===== src/hdl/tleb_pkg.sv =====
// ----------------------------------------------------------------------------
// tleb_pkg: shared types and constants for the longest-edge bisection block
// Default widths, configuration register indexes and reset values, and the
// helper that rounds a packed word up to whole bytes.
// ----------------------------------------------------------------------------
package tleb_pkg;

	// Default field widths of the block.
	localparam int COORD_BITS_DEF   = 24;
	localparam int NODE_ID_BITS_DEF = 16;

	// Configuration port shape.
	localparam int CFG_BITS      = 16;
	localparam int CFG_ADDR_BITS = 1;

	// Register indexes on the configuration port.
	typedef enum logic [CFG_ADDR_BITS-1:0] {
		REG_MIN_ANGLE_COS  = 1'b0,
		REG_FIRST_NEW_NODE = 1'b1
	} reg_idx_t;

	// Reset values of the configuration registers.
	localparam logic [CFG_BITS-1:0] MIN_ANGLE_COS_RST  = 16'd28378;
	localparam logic [CFG_BITS-1:0] FIRST_NEW_NODE_RST = 16'd0;

	// The cosine is Q1.15, so the squared test carries 2^30 on the left and a
	// factor of four on the right; both sides are divided by four.
	localparam int CMP_SHIFT = 28;

	// Bits needed for the squared cosine magnitude (at most 2^30).
	localparam int COS_SQ_BITS = 31;

	// Round a packed word width up to whole bytes.
	function automatic int byte_ceil(input int n);
		return ((n + 7) / 8) * 8;
	endfunction

endpackage


===== src/hdl/tleb_mul.sv =====
// ----------------------------------------------------------------------------
// tleb_mul: shared shift-and-add multiplier
// Retires one multiplier bit per cycle and stops early once the remaining
// multiplier bits are all zero. The product is held until the next start.
// ----------------------------------------------------------------------------
module tleb_mul #(
	parameter int P_W = 129,
	parameter int B_W = 50
) (
	input  logic           clk,
	input  logic           arst_n,
	input  logic           start,
	input  logic [P_W-1:0] a,
	input  logic [B_W-1:0] b,
	output logic           done,
	output logic [P_W-1:0] prod
);

	logic           run_q;
	logic [P_W-1:0] mcand_q;
	logic [B_W-1:0] mplier_q;
	logic [P_W-1:0] acc_q;

	// The product is complete once no multiplier bits remain.
	assign done = run_q && (mplier_q == '0);
	assign prod = acc_q;

	// Busy flag.
	always_ff @(posedge clk or negedge arst_n) begin
		if (!arst_n) begin
			run_q <= 1'b0;
		end else if (start) begin
			run_q <= 1'b1;
		end else if (done) begin
			run_q <= 1'b0;
		end
	end

	// One conditional add and one shift per cycle.
	always_ff @(posedge clk) begin
		if (start) begin
			mcand_q  <= a;
			mplier_q <= b;
			acc_q    <= '0;
		end else if (run_q && (mplier_q != '0)) begin
			if (mplier_q[0]) begin
				acc_q <= acc_q + mcand_q;
			end
			mcand_q  <= mcand_q << 1;
			mplier_q <= mplier_q >> 1;
		end
	end

endmodule


===== src/hdl/triangle_longest_edge_bisect.sv =====
// ----------------------------------------------------------------------------
// triangle_longest_edge_bisect: minimum-angle test and longest-edge split
// Tests a triangle for an interior angle at or below a configured threshold
// and, if so, splits it at the midpoint of its longest edge.
// ----------------------------------------------------------------------------
// Usage:
// A triangle word enters on the s_ channel: three node ids and six vertex
// coordinates. Each triangle yields one or two words on the m_ channel.
// A passed-through triangle gives one word with tuser low and tlast high.
// A split triangle gives two words with tuser high and the new midpoint;
// tlast marks the second. The new node id is first_new_node plus the count
// of splits made so far, wrapping at the node id width.
// All arithmetic runs through one shift-and-add multiplier that retires one
// multiplier bit per cycle, so the work on one triangle is shorter when
// operands are small or an angle test settles on signs alone.
// s_tready is high only while no triangle is in work. The result sits in an
// output register, so a new triangle is taken while the last word of the
// previous one still waits; a stalled receiver holds the word and the block.
// Reset clears the split count and loads the register reset values.
// Configuration writes take effect at once, so they belong between
// triangles, while the block is idle.
// ----------------------------------------------------------------------------
module triangle_longest_edge_bisect #(
	parameter int COORD_BITS   = tleb_pkg::COORD_BITS_DEF,
	parameter int NODE_ID_BITS = tleb_pkg::NODE_ID_BITS_DEF
) (
	input  logic clk,
	input  logic arst_n,
	// id_a, id_b, id_c, xa, ya, xb, yb, xc, yc (lowest bits first)
	input  logic s_tvalid,
	output logic s_tready,
	input  logic [tleb_pkg::byte_ceil(3*NODE_ID_BITS + 6*COORD_BITS)-1:0] s_tdata,
	// out_node_first, out_node_second, out_node_third, mid_x, mid_y
	output logic m_tvalid,
	input  logic m_tready,
	output logic [tleb_pkg::byte_ceil(3*NODE_ID_BITS + 2*COORD_BITS)-1:0] m_tdata,
	// refined
	output logic m_tuser,
	// is_last
	output logic m_tlast,
	input  logic cfg_we,
	input  logic [tleb_pkg::CFG_ADDR_BITS-1:0] cfg_addr,
	input  logic [tleb_pkg::CFG_BITS-1:0] cfg_wdata
);

	import tleb_pkg::*;

	localparam int C       = COORD_BITS;
	localparam int I       = NODE_ID_BITS;
	localparam int OUT_TDW = byte_ceil(3*I + 2*C);
	localparam int S_W     = 2*C + 1;
	localparam int N_W     = 2*C + 2;
	localparam int L_W     = 4*C + 4;
	localparam int T_W     = 2*C + COS_SQ_BITS + 1;
	localparam int P_W     = 4*C + COS_SQ_BITS + 2;
	localparam int MB_W    = 2*C + 2;
	localparam int SUM_W   = (I > CFG_BITS) ? I : CFG_BITS;

	typedef enum logic [4:0] {
		ST_IDLE  = 5'b00001,
		ST_MUL   = 5'b00010,
		ST_ANGLE = 5'b00100,
		ST_EMIT1 = 5'b01000,
		ST_EMIT2 = 5'b10000
	} state_t;

	typedef enum logic [3:0] {
		OP_CM2, OP_DX1, OP_DY1, OP_DX2, OP_DY2, OP_DX3, OP_DY3, OP_NN, OP_T, OP_R
	} op_t;

	state_t state_q;
	op_t    op_q;
	logic   go_q;
	logic [1:0] ang_q;
	logic   flag_q;
	logic [I-1:0] split_q;
	logic [CFG_BITS-1:0] cos_q;
	logic [CFG_BITS-1:0] first_q;

	logic [I-1:0] ida_q, idb_q, idc_q;
	logic [C-1:0] xa_q, ya_q, xb_q, yb_q, xc_q, yc_q;
	logic [COS_SQ_BITS-1:0] cm2_q;
	logic [S_W-1:0] d1_q, d2_q, d3_q;
	logic [L_W-1:0] nn_q;
	logic [T_W-1:0] t_q;

	logic           m_tvalid_q;
	logic [OUT_TDW-1:0] odata_q;
	logic           ouser_q;
	logic           olast_q;

	logic in_acc, mul_take, out_free, out_load;
	logic cneg, cmag_zero, d_zero, nneg, hit;
	logic [CFG_BITS-1:0] cmag;
	logic [C-1:0] da, db, dmag;
	logic [C:0] ddiff;
	logic [S_W-1:0] opp, s1, s2;
	logic [N_W-1:0] psum, nmag;
	logic [P_W-1:0] mul_a, lhs, prod;
	logic [MB_W-1:0] mul_b;
	logic mul_done;
	logic [SUM_W-1:0] nid_sum;
	logic [I-1:0] nid, n1, n2, n3;
	logic e_ab, e_bc;
	logic [C-1:0] pa_x, pb_x, pa_y, pb_y, mx, my;
	logic [C:0] sx, sy;
	logic wlast;

	// Handshake strobes.
	assign s_tready = (state_q == ST_IDLE);
	assign in_acc   = s_tvalid && s_tready;
	assign mul_take = (state_q == ST_MUL) && mul_done && !go_q;
	assign out_free = !m_tvalid_q || m_tready;
	assign out_load = out_free && ((state_q == ST_EMIT1) || (state_q == ST_EMIT2));

	// Threshold sign and magnitude.
	assign cneg      = cos_q[CFG_BITS-1];
	assign cmag      = cneg ? (CFG_BITS'(0) - cos_q) : cos_q;
	assign cmag_zero = (cmag == '0);

	// Absolute coordinate difference for the square being formed.
	always_comb begin
		case (op_q)
			OP_DX1:  begin da = xa_q; db = xb_q; end
			OP_DY1:  begin da = ya_q; db = yb_q; end
			OP_DX2:  begin da = xb_q; db = xc_q; end
			OP_DY2:  begin da = yb_q; db = yc_q; end
			OP_DX3:  begin da = xc_q; db = xa_q; end
			OP_DY3:  begin da = yc_q; db = ya_q; end
			default: begin da = '0;   db = '0;   end
		endcase
		ddiff = {da[C-1], da} - {db[C-1], db};
		dmag  = ddiff[C] ? C'(-ddiff) : ddiff[C-1:0];
	end

	// Squared sides seen from the angle under test.
	always_comb begin
		case (ang_q)
			2'd0:    begin opp = d1_q; s1 = d2_q; s2 = d3_q; end
			2'd1:    begin opp = d2_q; s1 = d1_q; s2 = d3_q; end
			2'd2:    begin opp = d3_q; s1 = d1_q; s2 = d2_q; end
			default: begin opp = d1_q; s1 = d2_q; s2 = d3_q; end
		endcase
		psum = {1'b0, s1} + {1'b0, s2};
		nneg = psum < {1'b0, opp};
		nmag = nneg ? ({1'b0, opp} - psum) : (psum - {1'b0, opp});
	end

	assign d_zero = (d1_q == '0) || (d2_q == '0) || (d3_q == '0);

	// Operand selection for the shared multiplier.
	always_comb begin
		case (op_q)
			OP_CM2:  begin mul_a = P_W'(cmag);  mul_b = MB_W'(cmag); end
			OP_DX1, OP_DY1, OP_DX2, OP_DY2, OP_DX3, OP_DY3: begin
				mul_a = P_W'(dmag);
				mul_b = MB_W'(dmag);
			end
			OP_NN:   begin mul_a = P_W'(nmag);  mul_b = MB_W'(nmag); end
			OP_T:    begin mul_a = P_W'(cm2_q); mul_b = MB_W'(s1);   end
			OP_R:    begin mul_a = P_W'(t_q);   mul_b = MB_W'(s2);   end
			default: begin mul_a = '0;          mul_b = '0;          end
		endcase
	end

	tleb_mul #(
		.P_W(P_W),
		.B_W(MB_W)
	) u_mul (
		.clk   (clk),
		.arst_n(arst_n),
		.start (go_q),
		.a     (mul_a),
		.b     (mul_b),
		.done  (mul_done),
		.prod  (prod)
	);

	// Squared comparison: N^2 * 2^28 against cos^2 * s1 * s2.
	assign lhs = P_W'({nn_q, {CMP_SHIFT{1'b0}}});
	assign hit = nneg ? (lhs <= prod) : (lhs >= prod);

	// Sequencer and configuration registers.
	always_ff @(posedge clk or negedge arst_n) begin
		if (!arst_n) begin
			state_q <= ST_IDLE;
			op_q    <= OP_CM2;
			go_q    <= 1'b0;
			ang_q   <= 2'd0;
			flag_q  <= 1'b0;
			split_q <= '0;
			cos_q   <= MIN_ANGLE_COS_RST;
			first_q <= FIRST_NEW_NODE_RST;
		end else begin
			go_q <= 1'b0;
			if (cfg_we) begin
				case (cfg_addr)
					REG_MIN_ANGLE_COS:  cos_q   <= cfg_wdata;
					REG_FIRST_NEW_NODE: first_q <= cfg_wdata;
					default: ;
				endcase
			end
			case (state_q)
				ST_IDLE: begin
					if (in_acc) begin
						op_q    <= OP_CM2;
						go_q    <= 1'b1;
						state_q <= ST_MUL;
					end
				end
				ST_MUL: begin
					if (mul_take) begin
						case (op_q)
							OP_CM2: begin op_q <= OP_DX1; go_q <= 1'b1; end
							OP_DX1: begin op_q <= OP_DY1; go_q <= 1'b1; end
							OP_DY1: begin op_q <= OP_DX2; go_q <= 1'b1; end
							OP_DX2: begin op_q <= OP_DY2; go_q <= 1'b1; end
							OP_DY2: begin op_q <= OP_DX3; go_q <= 1'b1; end
							OP_DX3: begin op_q <= OP_DY3; go_q <= 1'b1; end
							OP_DY3: begin
								ang_q   <= 2'd0;
								state_q <= ST_ANGLE;
							end
							OP_NN:  begin op_q <= OP_T; go_q <= 1'b1; end
							OP_T:   begin op_q <= OP_R; go_q <= 1'b1; end
							OP_R: begin
								if (hit) begin
									flag_q  <= 1'b1;
									state_q <= ST_EMIT1;
								end else if (ang_q == 2'd2) begin
									flag_q  <= 1'b0;
									state_q <= ST_EMIT1;
								end else begin
									ang_q   <= ang_q + 2'd1;
									state_q <= ST_ANGLE;
								end
							end
							default: state_q <= ST_IDLE;
						endcase
					end
				end
				ST_ANGLE: begin
					if (d_zero) begin
						// A degenerate side is never refined.
						flag_q  <= 1'b0;
						state_q <= ST_EMIT1;
					end else if (!nneg && (cneg || cmag_zero)) begin
						flag_q  <= 1'b1;
						state_q <= ST_EMIT1;
					end else if (nneg && !cneg) begin
						if (ang_q == 2'd2) begin
							flag_q  <= 1'b0;
							state_q <= ST_EMIT1;
						end else begin
							ang_q <= ang_q + 2'd1;
						end
					end else begin
						op_q    <= OP_NN;
						go_q    <= 1'b1;
						state_q <= ST_MUL;
					end
				end
				ST_EMIT1: begin
					if (out_free) begin
						state_q <= flag_q ? ST_EMIT2 : ST_IDLE;
					end
				end
				ST_EMIT2: begin
					if (out_free) begin
						split_q <= split_q + I'(1);
						state_q <= ST_IDLE;
					end
				end
				default: state_q <= ST_IDLE;
			endcase
		end
	end

	// Triangle capture and multiplier results.
	always_ff @(posedge clk) begin
		if (in_acc) begin
			ida_q <= s_tdata[0 +: I];
			idb_q <= s_tdata[I +: I];
			idc_q <= s_tdata[2*I +: I];
			xa_q  <= s_tdata[3*I +: C];
			ya_q  <= s_tdata[3*I + C +: C];
			xb_q  <= s_tdata[3*I + 2*C +: C];
			yb_q  <= s_tdata[3*I + 3*C +: C];
			xc_q  <= s_tdata[3*I + 4*C +: C];
			yc_q  <= s_tdata[3*I + 5*C +: C];
		end
		if (mul_take) begin
			case (op_q)
				OP_CM2:  cm2_q <= prod[COS_SQ_BITS-1:0];
				OP_DX1:  d1_q  <= prod[S_W-1:0];
				OP_DY1:  d1_q  <= d1_q + prod[S_W-1:0];
				OP_DX2:  d2_q  <= prod[S_W-1:0];
				OP_DY2:  d2_q  <= d2_q + prod[S_W-1:0];
				OP_DX3:  d3_q  <= prod[S_W-1:0];
				OP_DY3:  d3_q  <= d3_q + prod[S_W-1:0];
				OP_NN:   nn_q  <= prod[L_W-1:0];
				OP_T:    t_q   <= prod[T_W-1:0];
				default: ;
			endcase
		end
	end

	// Longest edge (first wins on ties), new node id and midpoint.
	assign e_ab    = (d1_q >= d2_q) && (d1_q >= d3_q);
	assign e_bc    = !e_ab && (d2_q >= d3_q);
	assign nid_sum = SUM_W'(first_q) + SUM_W'(split_q);
	assign nid     = nid_sum[I-1:0];

	always_comb begin
		if (e_ab) begin
			pa_x = xa_q; pb_x = xb_q; pa_y = ya_q; pb_y = yb_q;
		end else if (e_bc) begin
			pa_x = xb_q; pb_x = xc_q; pa_y = yb_q; pb_y = yc_q;
		end else begin
			pa_x = xc_q; pb_x = xa_q; pa_y = yc_q; pb_y = ya_q;
		end
		sx = {pa_x[C-1], pa_x} + {pb_x[C-1], pb_x};
		sy = {pa_y[C-1], pa_y} + {pb_y[C-1], pb_y};
	end

	// Word to emit: pass-through, or one half of the split.
	always_comb begin
		n1 = ida_q;
		n2 = idb_q;
		n3 = idc_q;
		mx = '0;
		my = '0;
		wlast = 1'b1;
		if (flag_q) begin
			mx    = sx[C:1];
			my    = sy[C:1];
			wlast = (state_q == ST_EMIT2);
			if (state_q == ST_EMIT2) begin
				if (e_ab) begin
					n1 = nid;
				end else begin
					n3 = nid;
				end
			end else begin
				if (e_ab || e_bc) begin
					n2 = nid;
				end else begin
					n1 = nid;
				end
			end
		end
	end

	// Output register.
	always_ff @(posedge clk or negedge arst_n) begin
		if (!arst_n) begin
			m_tvalid_q <= 1'b0;
		end else if (out_load) begin
			m_tvalid_q <= 1'b1;
		end else if (m_tready) begin
			m_tvalid_q <= 1'b0;
		end
	end

	always_ff @(posedge clk) begin
		if (out_load) begin
			odata_q <= OUT_TDW'({my, mx, n3, n2, n1});
			ouser_q <= flag_q;
			olast_q <= wlast;
		end
	end

	assign m_tvalid = m_tvalid_q;
	assign m_tdata  = odata_q;
	assign m_tuser  = ouser_q;
	assign m_tlast  = olast_q;

endmodule


===== config.mk =====
export PLATFORM = sky130hd
export DESIGN_NAME = triangle_longest_edge_bisect
export DESIGN_NICKNAME = d
export VERILOG_FILES = /design/src/hdl/tleb_pkg.sv /design/src/hdl/tleb_mul.sv /design/src/hdl/triangle_longest_edge_bisect.sv
export SDC_FILE = /design/constraint.sdc
export NUM_CORES = 2
export LEC_CHECK = 0
export BUFFER_PORTS_ARGS = -buffer_cell sky130_fd_sc_hd__buf_2
export CORE_MARGIN = 1.5
export CORE_UTILIZATION = 64
export DETAILED_ROUTE_END_ITERATION = 7
export PLACE_DENSITY = 0.82
export SYNTH_ARGS = -nofsm -noshare
export SYNTH_HDL_FRONTEND = slang
export SYNTH_SLANG_ARGS = --single-unit
export TNS_END_PERCENT = 1

===== constraint.sdc =====
create_clock -name clk -period 13.6 [get_ports clk]
set_input_delay 1.36 -clock clk [delete_from_list [all_inputs] [get_ports clk]]
set_output_delay 1.36 -clock clk [all_outputs]
set_load 0.005 [all_outputs]

==> flow_metrics.env <==
export IMPL_vias_per_cell=6.83
export IMPL_start_util_pct=64.6
export IMPL_die_h_um=351
export IMPL_path_common_cell="o21ai_0"
export IMPL_synth_flop_cell="edfxtp_1"
export IMPL_grt_max_degree=124
export IMPL_grt_use_total_pct=42.8
export IMPL_tns_ps=0
export IMPL_worst_setup_path_type="flip-flop to flip-flop"
export IMPL_dp_hpwl_um=205000
export IMPL_cp_data_arrival_time_ps=10020
export IMPL_die_w_um=351
export IMPL_cts_buffer_depth=3
export IMPL_fillers=9163
export IMPL_drcViolationCount=0
export IMPL_min_period_ps=9540
export IMPL_synth_edff_count=827
export IMPL_r2r_end="u_mul.mcand_q[49]"
export IMPL_setup_violations_final=0
export IMPL_grt_pass1_vias=67900
export IMPL_leakage_nw=34.8
export IMPL_ir_worst_vdd_v=0.000407
export IMPL_hp_class="flip-flop to flip-flop"
export IMPL_slew_headroom_pct=7.31
export IMPL_min_from="u_mul.prod[24]"
export IMPL_worstSetupStartpointType="flip-flop"
export IMPL_finalWirelength_um=270000
export IMPL_min_period_over_period_pct=70.2
export IMPL_drive_gt1_share_pct=8.09
export IMPL_port_buffers=313
export IMPL_cts_resized=0
export IMPL_ioPinCount=314
export IMPL_wl_per_cell_um=25.8
export IMPL_synth_warnings=0
export IMPL_cp_slowest_stage_delay_ps=790
export IMPL_slew_violations=0
export IMPL_endpoint_kind="flip-flop"
export IMPL_cts_setup_buffers=0
export IMPL_status="complete, no violations"
export IMPL_maxCapViolations=0
export IMPL_startpoint="ang_q[1]"
export IMPL_synth_area_um2=77600
export IMPL_worstMarginPinSlew_ps=1390
export IMPL_first_pass_iters=7
export IMPL_reg2reg_slack_ps=4060
export IMPL_synthCells=8643
export IMPL_avgSynthCellArea_um2=8.98
export IMPL_max_freq_mhz=105
export IMPL_drt_iter0_markers=9310
export IMPL_cts_hold_buf=0
export IMPL_cellPowerDensity_nw_per_um2=186
export IMPL_tritoncts="yes"
export IMPL_critPathCapture="u_mul.mcand_q[49]"
export IMPL_hold_ws_ps=445
export IMPL_critPathMaxFanout=107
export IMPL_ys_types=97
export IMPL_cts_sinks=1019
export IMPL_cts_root_buf="clkbuf_16"
export IMPL_finish_net_count=9736
export IMPL_skew_ps=96.7
export IMPL_grt_overflow=0
export IMPL_finalHoldViolCount=0
export IMPL_dr_total_vias=71500
export IMPL_rsz0062_at_grt="no"
export IMPL_synth_seq_cells=1019
export IMPL_drtAntennaViolNets=0
export IMPL_worst_ep_required_time_ps=14070
export IMPL_die_area_um2=123000
export IMPL_async_reset_ff_share_pct=6.18
export IMPL_ys_seq_area_share_pct=37.4
export IMPL_coreArea_um2=120000
export IMPL_synthToLayoutAreaGrowth_pct=8.61
export IMPL_antenna_found_initial=18
export IMPL_num_rows=127
export IMPL_clk_latency_ps=780
export IMPL_grt_pass1_wl_um=403000
export IMPL_syn_nets=9625
export IMPL_r2r_worst_path_cells=31
export IMPL_fin_util_pct=70.2
export IMPL_place_congestion=1.01
export IMPL_numCtsBuffers=107
export IMPL_r2r_start="ang_q[1]"
export IMPL_htree_levels=3
export IMPL_clk_pin_slew_ps=70
export IMPL_worst_path_max_delay_cell="ha_4"
-- worst max-delay path: cells and delay by family, from the launching register on --
family	cells	cell delay [ps]
compound gates	15	3310
simple gates	6	1810
fa+ha+maj	3	1590
buf+inv	4	1360
flops	1	390
xor+xnor	2	390
mux	1	270
-- cells by family after synthesis --
group / synth area share (%)
AO/OA/AOI/OAI: 23.4
AND/OR/NAND/NOR: 15.0
flip-flops: 37.4
buffers and inverters: 4.20
adder cells (fa/ha/maj): 12.5
XOR/XNOR: 4.92
multiplexers: 2.61
-- layout by cell type (no fill, tap or decap), types with 41 or more instances in the layout --
master,instances
inv_1,458
nand3_1,140
mux2_2,50
nor2_1,455
o21ai_0,694
a31oi_1,65
clkbuf_16,108
a21o_1,309
and2_1,41
a22oi_1,209
a211oi_1,55
xnor2_1,248
and3_1,55
dfrtp_1,51
a21oi_1,820
nor4_1,99
a221oi_1,61
nor2b_1,138
xor2_1,185
nand4_1,161
o21ai_1,55
dfxtp_1,129
mux2i_1,146
ha_1,754
edfxtp_1,827
o21a_1,69
o21bai_1,89
nand2b_1,69
buf_4,91
nor3_1,116
nand2_1,1046
buf_2,313
o2bb2ai_1,43
o31ai_1,52
-- registers in the layout, summed over array words and instances (netlist names), 24 cells and up --
name            flops
u_mul.mcand_q     129
u_mul.prod        129
nn_q              100
m_tdata            96
t_q                80
u_mul.mplier_q     50
d1_q               49
d2_q               49
d3_q               49
cm2_q              31
xa_q               24
xb_q               24
xc_q               24
ya_q               24
yb_q               24
yc_q               24
-- worst min path at each step --
stage / cells past startpoint / to / slack [ps]
after CTS: 0 / nn_q[24] / 440
after detailed placement: 0 / nn_q[24] / 430
after floorplan: 0 / nn_q[88] / 440
final: 0 / nn_q[24] / 440
after global routing: 0 / nn_q[24] / 460
after global placement: 0 / nn_q[24] / 420
-- metrics by stage --
stage / total power, W / cells / cell area (um2) / setup slack, ps
2_1_floorplan: 0.00970 / 8643 / 77600 / 3890
3_3_place_gp: 0.0120 / 10300 / 80500 / 4280
3_5_place_dp: 0.0122 / 10300 / 80500 / 4160
4_1_cts: 0.0154 / 10500 / 84300 / 4170
5_1_grt: 0.0164 / 10500 / 84300 / 3430
6_report: 0.0157 / 10500 / 84300 / 4060
-- layer usage --
metal,global-route usage [%],routed length (um)
met1,56.2,105000
met2,64.4,116000
met3,9.32,30400
met4,26.5,19300
met5,0,0
-- cells in the mapped netlist (23+ instances only) --
library cell / instances / area share [%]
a21o_1: 309 / 3.0
dfrtp_1: 52 / 1.7
mux2_2: 50 / 0.73
xnor2_1: 248 / 2.8
xor2_1: 185 / 2.1
o221ai_1: 23 / 0.26
o21ai_0: 694 / 4.5
and3_1: 55 / 0.44
a22o_1: 28 / 0.32
nand4_1: 161 / 1.3
o21bai_1: 89 / 0.86
o211ai_1: 38 / 0.37
nor2b_1: 138 / 1.1
buf_1: 32 / 0.15
a221oi_1: 61 / 0.69
nor2_1: 466 / 2.3
a211o_1: 24 / 0.27
a221o_1: 40 / 0.52
nand2b_1: 69 / 0.56
ha_1: 757 / 12
nand3_1: 140 / 0.90
o21ai_1: 55 / 0.35
mux2i_1: 146 / 1.9
clkbuf_1: 361 / 1.7
dfxtp_1: 129 / 3.3
or3_1: 40 / 0.32
nor4_1: 102 / 0.82
o31ai_1: 52 / 0.50
a31oi_1: 65 / 0.52
and2_1: 43 / 0.35
inv_1: 459 / 2.2
o2bb2ai_1: 43 / 0.49
nand2_1: 1053 / 5.1
edfxtp_1: 827 / 32
nor3_1: 122 / 0.79
a21oi_1: 821 / 5.3
o21a_1: 69 / 0.67
a22oi_1: 209 / 2.0
a211oi_1: 56 / 0.54
-- final cells by class --
class                   count  area [um2]  area share (%)
multi-input cells        6761       45500            54.0
diodes                      9        22.5          0.0267
repair buffers            405        2270            2.69
well taps                1612        2020            2.39
flip-flops and latches   1019       29000            34.4
inverters                 460        1730            2.05
clock inverters            68         856            1.02
clock buffers             135        2850            3.39
-- power breakdown --
group | internal, W | switching (W) | total [W]
sequential | 0.00406 | 0.000633 | 0.00470
clock | 0.00177 | 0.00135 | 0.00312
combinational | 0.00275 | 0.00515 | 0.00790
total | 0.00858 | 0.00713 | 0.0157
Note: power is estimated with default switching activity, not from simulation.
